==> src/hw/rtl/assert_macros.svh <==
// ---------------------------------------------------------------------------
// Assertion macros shared by the frame receiver RTL.
// Every check is sampled on the rising edge of clk_i and is switched off
// while rst_ni is low.
// ---------------------------------------------------------------------------
`ifndef ASSERT_MACROS_SVH
`define ASSERT_MACROS_SVH

// General property check.
`define SFC_ASSERT(label, prop, msg) \
  label: assert property (@(posedge clk_i) disable iff (!rst_ni) (prop)) else $error(msg);

// Check that an antecedent is followed by a consequent in the next cycle.
`define SFC_ASSERT_NEXT(label, ante, cons, msg) \
  label: assert property (@(posedge clk_i) disable iff (!rst_ni) (ante) |=> (cons)) \
    else $error(msg);

`endif

==> src/hw/rtl/sfcrc_pkg.sv <==
`timescale 1ns / 1ps
// ---------------------------------------------------------------------------
// sfcrc_pkg
// Types, constants and the CRC-8 byte update that the frame receiver uses.
// ---------------------------------------------------------------------------
package sfcrc_pkg;

  localparam logic [7:0] SOF_BYTE = 8'd73;
  localparam logic [7:0] CRC_INIT = 8'hFF;
  localparam logic [7:0] CRC_POLY = 8'h31;

  // Receiver phase. Codes six and seven are unused and act as hunting.
  typedef enum logic [2:0] {
    PH_HUNT    = 3'd0,
    PH_TYPE    = 3'd1,
    PH_LEN_HI  = 3'd2,
    PH_LEN_LO  = 3'd3,
    PH_PAYLOAD = 3'd4,
    PH_CRC     = 3'd5
  } phase_e;

  // Kind of a reported result.
  typedef enum logic [2:0] {
    K_TYPE    = 3'd0,
    K_LENGTH  = 3'd1,
    K_PAYLOAD = 3'd2,
    K_END     = 3'd3,
    K_DROP    = 3'd4
  } kind_e;

  // One result item.
  typedef struct packed {
    kind_e       kind;
    logic [15:0] value;
    logic        status;
  } result_t;

  // Handshake between the parser and the output buffer.
  typedef struct packed {
    logic    push;
    result_t res;
  } push_t;

  // CRC-8, polynomial 0x31, MSB first, one byte.
  function automatic logic [7:0] crc8_byte(input logic [7:0] crc, input logic [7:0] b);
    logic [7:0] c;
    c = crc ^ b;
    for (int i = 0; i < 8; i++) begin
      c = c[7] ? ((c << 1) ^ CRC_POLY) : (c << 1);
    end
    return c;
  endfunction

endpackage

==> src/hw/rtl/sfcrc_in_reg.sv <==
`timescale 1ns / 1ps
// ---------------------------------------------------------------------------
// sfcrc_in_reg
// Input register: holds one received byte until the parser takes it.
// ---------------------------------------------------------------------------
module sfcrc_in_reg (
  input  logic       clk_i,
  input  logic       rst_ni,
  input  logic       in_valid_i,
  output logic       in_stall_o,
  input  logic [7:0] rx_byte_i,
  input  logic       take_i,
  output logic       vld_o,
  output logic [7:0] byte_o
);

  logic       vld_q, vld_d;
  logic [7:0] byte_q;
  logic       accept;

  // The register is free when it is empty or is emptied in this cycle.
  assign in_stall_o = vld_q & ~take_i;
  assign accept     = in_valid_i & ~in_stall_o;
  assign vld_d      = accept | (vld_q & ~take_i);

  always_ff @(posedge clk_i or negedge rst_ni) begin
    if (!rst_ni) begin
      vld_q <= 1'b0;
    end else begin
      vld_q <= vld_d;
    end
  end

  // Payload register needs no reset.
  always_ff @(posedge clk_i) begin
    if (accept) begin
      byte_q <= rx_byte_i;
    end
  end

  assign vld_o  = vld_q;
  assign byte_o = byte_q;

endmodule

==> src/hw/rtl/sfcrc_parser.sv <==
`timescale 1ns / 1ps
// ---------------------------------------------------------------------------
// sfcrc_parser
// Frame state machine and running CRC; one byte is handled per cycle while space_i is high.
// ---------------------------------------------------------------------------
`include "assert_macros.svh"

module sfcrc_parser (
  input  logic            clk_i,
  input  logic            rst_ni,
  input  logic            vld_i,
  input  logic [7:0]      byte_i,
  input  logic            space_i,
  output logic            take_o,
  output sfcrc_pkg::push_t push_o
);
  import sfcrc_pkg::*;

  phase_e      phase_q, phase_d;
  logic [7:0]  len_hi_q, len_hi_d;
  logic [15:0] rem_q, rem_d;
  logic [7:0]  crc_q, crc_d;
  logic [7:0]  crc_upd;
  logic [15:0] len;
  push_t       push;

  assign take_o  = vld_i & space_i;
  assign crc_upd = crc8_byte(crc_q, byte_i);
  assign len     = {len_hi_q, byte_i};

  // Next state and result for the byte in the input register.
  always_comb begin
    phase_d         = phase_q;
    len_hi_d        = len_hi_q;
    rem_d           = rem_q;
    crc_d           = crc_q;
    push.push       = 1'b0;
    push.res.kind   = K_DROP;
    push.res.value  = {8'd0, byte_i};
    push.res.status = 1'b0;
    if (take_o) begin
      unique case (phase_q)
        PH_TYPE: begin
          crc_d         = crc_upd;
          phase_d       = PH_LEN_HI;
          push.push     = 1'b1;
          push.res.kind = K_TYPE;
        end
        PH_LEN_HI: begin
          crc_d    = crc_upd;
          len_hi_d = byte_i;
          phase_d  = PH_LEN_LO;
        end
        PH_LEN_LO: begin
          crc_d          = crc_upd;
          rem_d          = len;
          phase_d        = (len != 16'd0) ? PH_PAYLOAD : PH_CRC;
          push.push      = 1'b1;
          push.res.kind  = K_LENGTH;
          push.res.value = len;
        end
        PH_PAYLOAD: begin
          crc_d         = crc_upd;
          rem_d         = rem_q - 16'd1;
          if (rem_d == 16'd0) begin
            phase_d = PH_CRC;
          end
          push.push     = 1'b1;
          push.res.kind = K_PAYLOAD;
        end
        PH_CRC: begin
          phase_d         = PH_HUNT;
          crc_d           = CRC_INIT;
          push.push       = 1'b1;
          push.res.kind   = K_END;
          push.res.value  = 16'd0;
          push.res.status = (byte_i != crc_q);
        end
        default: begin
          // Hunting, and the unused phase codes.
          if (byte_i == SOF_BYTE) begin
            crc_d   = CRC_INIT;
            phase_d = PH_TYPE;
          end else begin
            phase_d   = PH_HUNT;
            push.push = 1'b1;
          end
        end
      endcase
    end
  end

  always_ff @(posedge clk_i or negedge rst_ni) begin
    if (!rst_ni) begin
      phase_q  <= PH_HUNT;
      len_hi_q <= 8'd0;
      rem_q    <= 16'd0;
      crc_q    <= CRC_INIT;
    end else begin
      phase_q  <= phase_d;
      len_hi_q <= len_hi_d;
      rem_q    <= rem_d;
      crc_q    <= crc_d;
    end
  end

  assign push_o = push;

  // A frame in its payload always has bytes left to come.
  `SFC_ASSERT(a_payload_rem, (phase_q != PH_PAYLOAD) || (rem_q != 16'd0), "payload with no bytes left")
  // The CRC byte returns the receiver to hunting with a fresh CRC.
  `SFC_ASSERT_NEXT(a_crc_end, take_o && (phase_q == PH_CRC), (phase_q == PH_HUNT) && (crc_q == CRC_INIT), "frame end did not restart hunting")

endmodule

==> src/hw/rtl/sfcrc_out_buf.sv <==
`timescale 1ns / 1ps
// ---------------------------------------------------------------------------
// sfcrc_out_buf
// Two-entry result buffer that decouples the parser from output stalls.
// ---------------------------------------------------------------------------
`include "assert_macros.svh"

module sfcrc_out_buf (
  input  logic             clk_i,
  input  logic             rst_ni,
  input  sfcrc_pkg::push_t push_i,
  output logic             space_o,
  output logic             out_valid_o,
  input  logic             out_stall_i,
  output logic [2:0]       kind_o,
  output logic [15:0]      value_o,
  output logic             status_o
);
  import sfcrc_pkg::*;

  result_t    ent_q [2];
  logic       wr_q, wr_d;
  logic       rd_q, rd_d;
  logic [1:0] cnt_q, cnt_d;
  logic       pop;
  result_t    head;

  // Space is judged from the registered count only.
  assign space_o     = (cnt_q != 2'd2);
  assign out_valid_o = (cnt_q != 2'd0);
  assign pop         = out_valid_o & ~out_stall_i;

  assign wr_d  = wr_q ^ push_i.push;
  assign rd_d  = rd_q ^ pop;
  assign cnt_d = cnt_q + {1'b0, push_i.push} - {1'b0, pop};

  always_ff @(posedge clk_i or negedge rst_ni) begin
    if (!rst_ni) begin
      wr_q  <= 1'b0;
      rd_q  <= 1'b0;
      cnt_q <= 2'd0;
    end else begin
      wr_q  <= wr_d;
      rd_q  <= rd_d;
      cnt_q <= cnt_d;
    end
  end

  // Entry storage.
  always_ff @(posedge clk_i) begin
    if (push_i.push) begin
      ent_q[wr_q] <= push_i.res;
    end
  end

  assign head     = ent_q[rd_q];
  assign kind_o   = head.kind;
  assign value_o  = head.value;
  assign status_o = head.status;

  // The buffer never holds more than two results.
  `SFC_ASSERT(a_cnt_max, cnt_q <= 2'd2, "result buffer count out of range")
  // The parser only writes when there is room.
  `SFC_ASSERT(a_no_overflow, !push_i.push || (cnt_q != 2'd2), "result buffer overflow")

endmodule

==> src/hw/rtl/sof_length_crc8_frame_receiver_top.sv <==
`timescale 1ns / 1ps
// ---------------------------------------------------------------------------
// sof_length_crc8_frame_receiver_top
// Start-of-frame / type / length / CRC-8 frame receiver.
// ---------------------------------------------------------------------------
// Usage:
// The input channel (in_valid_i, in_stall_o, rx_byte_i) carries one received
// byte per transfer. The output channel (out_valid_o, out_stall_i, kind_o,
// value_o, status_o) carries at most one result per byte: type, length,
// payload byte, end of frame with CRC status, or a dropped byte seen while
// hunting for the start byte. The start byte and the high length byte give
// no result.
// A byte sits in the input register while the parser works on it, and the
// result is written straight into the output buffer, which offers it.
// Throughput is one byte per cycle while the output buffer has space, set
// by the CRC-8 byte update, which is combinational, and the frame state
// register.
// Reset clears the phase to hunting, the CRC to 0xFF and empties both the
// input register and the two-entry output buffer.
// When the output stalls, results fill the output buffer; once it is full
// the parser holds its byte and in_stall_o rises. It falls again in the cycle
// after a result has been transferred out.
// ---------------------------------------------------------------------------
module sof_length_crc8_frame_receiver_top (
  input  logic        clk_i,
  input  logic        rst_ni,
  input  logic        in_valid_i,
  output logic        in_stall_o,
  input  logic [7:0]  rx_byte_i,
  output logic        out_valid_o,
  input  logic        out_stall_i,
  output logic [2:0]  kind_o,
  output logic [15:0] value_o,
  output logic        status_o
);
  import sfcrc_pkg::*;

  logic       take;
  logic       in_vld;
  logic [7:0] in_byte;
  logic       space;
  push_t      push;

  sfcrc_in_reg u_in_reg (
    .clk_i      (clk_i),
    .rst_ni     (rst_ni),
    .in_valid_i (in_valid_i),
    .in_stall_o (in_stall_o),
    .rx_byte_i  (rx_byte_i),
    .take_i     (take),
    .vld_o      (in_vld),
    .byte_o     (in_byte)
  );

  sfcrc_parser u_parser (
    .clk_i   (clk_i),
    .rst_ni  (rst_ni),
    .vld_i   (in_vld),
    .byte_i  (in_byte),
    .space_i (space),
    .take_o  (take),
    .push_o  (push)
  );

  sfcrc_out_buf u_out_buf (
    .clk_i       (clk_i),
    .rst_ni      (rst_ni),
    .push_i      (push),
    .space_o     (space),
    .out_valid_o (out_valid_o),
    .out_stall_i (out_stall_i),
    .kind_o      (kind_o),
    .value_o     (value_o),
    .status_o    (status_o)
  );

endmodule

==> config.mk <==
export PLATFORM = sky130hd
export DESIGN_NAME = sof_length_crc8_frame_receiver_top
export DESIGN_NICKNAME = d
export VERILOG_FILES = /design/src/hw/rtl/sfcrc_pkg.sv /design/src/hw/rtl/sfcrc_in_reg.sv /design/src/hw/rtl/sfcrc_parser.sv /design/src/hw/rtl/sfcrc_out_buf.sv /design/src/hw/rtl/sof_length_crc8_frame_receiver_top.sv
export VERILOG_INCLUDE_DIRS = /design/src /design/src/hw/rtl
export SDC_FILE = /design/constraint.sdc
export NUM_CORES = 1
export LEC_CHECK = 0
export BUFFER_PORTS_ARGS = -buffer_cell sky130_fd_sc_hd__clkbuf_2
export CORE_ASPECT_RATIO = 0.9
export CORE_UTILIZATION = 60
export CTS_CLUSTER_DIAMETER = 40
export CTS_CLUSTER_SIZE = 30
export DETAILED_ROUTE_END_ITERATION = 8
export PLACE_DENSITY = 0.78
export SLEW_MARGIN = 20
export SYNTH_ARGS = -nofsm -noshare
export SYNTH_HDL_FRONTEND = slang
export SYNTH_SLANG_ARGS = --single-unit
==> constraint.sdc <==
create_clock -name clk_i -period 3.1 [get_ports clk_i]
set_input_delay 0.155 -clock clk_i [delete_from_list [all_inputs] [get_ports clk_i]]
set_output_delay 0.155 -clock clk_i [all_outputs]
set_load 0.05 [all_outputs]
==> results.json <==
{
  "synth_nets": 403,
  "fin_crit_sh_pct": 79.56,
  "ys_types": 64,
  "synth_seq_cells": 88,
  "power_leakage_uw": 0.001961,
  "dpl_cell_area_sq_um": 4730,
  "required_ns": 3.09,
  "dp_cells": 494,
  "slew_headroom_pct": 39.37,
  "pre_cts_slack_ns": 0.6256,
  "setup_violations": 0,
  "design.die.area_sq_um": 7911,
  "setup_tns_ns": 0,
  "gp_congestion": 0.8571,
  "synth_async_sr_flop_share_pct": 45.45,
  "post-dp-hpwl_um": 6366,
  "grt_first_pass_wirelength_um": 15290,
  "wl_per_cell_um": 18.03,
  "vias": 3141,
  "multi_input_area_sq_um": 1928,
  "fmax_ghz": 0.4055,
  "initialDrtViolationCount": 281,
  "ir_drop_mv": 0.6740,
  "hp-class": "in -> reg",
  "cp.buffers_inverters": 1,
  "die_h_um": 84.48,
  "power_uw": 5788,
  "netlist_area_sq_um": 4536,
  "area_delta_synth_final_pct": 11.70,
  "critPathMaxStageDelay_ns": 0.53,
  "clock_path_buffers": 2,
  "num-fill-cells": 540,
  "coreArea_sq_um": 7184,
  "antenna_cells": 0,
  "htree_levels": 3,
  "grt_use_total_pct": 26.04,
  "antenna_left": 0,
  "power_density_nw_per_um2": 1142,
  "clk_latency_ns": 0.37,
  "cp_top_family": "simple AND/OR/NAND/NOR gates",
  "yosys_warnings": 0,
  "drc": 0,
  "grt_antenna_before_repair": 0,
  "grt.overflow.total": 0,
  "rows": 29,
  "hold_viol": 0,
  "numCtsBuffers": 9,
  "cts_tree": "yes",
  "cts.sinks": 88,
  "avgSynthCellArea_sq_um": 11.78,
  "ys_seq_area_share_pct": 54.07,
  "cp-end-kind": "flip-flop",
  "initial_core_util_pct": 63.13,
  "drv_slew": 0,
  "cts_root_buffer": "clkbuf_8",
  "fin_crit_ns": 2.466,
  "tightest_slew_ns": 0.9094,
  "status": "finished clean",
  "design_area_sq_um": 5066,
  "cp_max_fo": 20,
  "io_pins": 34,
  "synth_edf_count": 48,
  "worst_path_max_delay_cell": "edfxtp_1",
  "die_x_um": 93.65,
  "layoutNonFillerInstCount": 520,
  "synthFlopType": "edfxtp_1",
  "grt_pass1_vias": 2968,
  "synthCells": 385,
  "rsz0062_at_grt": "false",
  "clock_skew_ns": 0.01104,
  "cap_viol_max_count": 0,
  "start_kind": "flip-flop",
  "drt-total-wl_um": 9374,
  "mostFrequentLayoutCells": "48 x edfxtp_1, 32 x clkbuf_2, 32 x dfrtp_1, 28 x mux2_2",
  "crit_arrival_ns": 2.46,
  "finalWorstSetupSlack_ns": 0.6338,
  "vias_per_cell": 6.040,
  "final_common_cell": "edfxtp_1",
  "path_class": "reg -> reg",
  "drive_above_1_share_pct": 24.36,
  "worstPathCellList": "nor4b_2 -> and2_1 -> nor2_1 -> o31ai_1 -> inv_1 -> ha_1",
  "drtPass1Iterations": 6,
  "final_net_count": 440,
  "grt_max_degree": 41,
  "path_clk_slew_ns": 0.09,
  "ff_latch_area_sq_um": 2452,
  "io_buffers": 33
}
[cell families (layout without fill, tap and decap cells)]
kind of cell             after synthesis  count (layout)  share of synthesized area [%]
multiplexers                          28              28                          6.952
buffers and inverters                 33              75                          3.421
AND/OR/NAND/NOR                      112             112                          14.73
adder cells (fa/ha/maj)                6               6                          1.655
XOR/XNOR                              27              27                          6.042
AO/OA/AOI/OAI                         91              91                          13.13
flip-flops                            88              88                          54.07
[state kept, by name (all words and copies together) (netlist names)]
signal	count
u_out_buf.wr_q	1
u_parser.phase_q	3
u_parser.rem_q	16
u_out_buf.ent_q	40
u_in_reg.byte_o	8
u_parser.len_hi_q	8
u_parser.crc_q	8
u_in_reg.vld_o	1
u_out_buf.cnt_q	2
u_out_buf.rd_q	1
[worst paths after layout]
path / startpoint / end / slack [ns] / depth (start not counted)
worst max register to register: u_in_reg.byte_o[1] / u_out_buf.ent_q[1][2] / 0.63 / 6
worst min-delay path: out_stall_i / u_out_buf.rd_q / 0.09 / 3
max in group asynchronous: rst_ni / u_out_buf.wr_q / 2.07 / 2
min in group asynchronous: rst_ni / u_parser.rem_q[5] / 0.46 / 2
worst min register to register: u_parser.crc_q[1] / u_parser.crc_q[1] / 0.53 / 2
worst max-delay path: u_in_reg.byte_o[1] / u_out_buf.ent_q[1][2] / 0.63 / 6
[Yosys cell counts, drive strengths merged (11+ instances only)]
master  number  share of area, %
and2        21               2.9
nor3        12               1.3
nor2        22               1.9
xnor2       19               4.5
edfxtp      48                32
mux2        28               7.0
dfrtp       32                18
buf         14               1.8
a21oi       20               2.2
nand2       11              0.97
inv         14               1.2
o21ai       29               3.2
[per-layer routing]
layer	vias up	track usage (%)	routed length [um]
met5	-	0	0
met4	0	9.091	141
met3	14	5.163	461
met2	100	42.11	4524
met1	1528	35.31	4246
li1	1499	-	-
[power by group]
part / leakage (uW) / switching, uW / internal [uW]
logic: 0.000922 / 1580 / 1040
registers: 0.000923 / 494 / 1760
clock network: 0.000117 / 427 / 488
total: 0.00196 / 2500 / 3290
[worst min-delay path, delay by kind of cell]
kind / cells / cell delay, ns
xor gates and xnor gates: 1 / 0.12
and+or+nand+nor: 1 / 0.06
buffers and inverters: 1 / 0.07
[through the flow]
stage / util (%) / hold WS [ns]
floorplan: - / -0.1406
global placement: 65.83 / 0.3317
detailed placement: 65.83 / 0.3336
CTS: 70.52 / 0.07721
global route: 70.52 / 0.1000
finish: 70.52 / 0.09081
[layout make-up]
class	count	area share (%)
well taps	93	2.297
clock inverters	6	1.951
flip-flops and latches	88	48.41
repair buffers	45	5.532
multi-input cells	264	38.06
inverters	14	1.037
clock buffers	10	2.717
[timing repair]
action | 4_1_cts | 5_1_grt
resized for setup | 0 | 0
hold endpoints to repair | 41 | 0
buffers inserted | 0 | 0
setup endpoints to repair | 0 | 0
hold buffers | 10 | 0
Power figures use the tool's default switching activity.
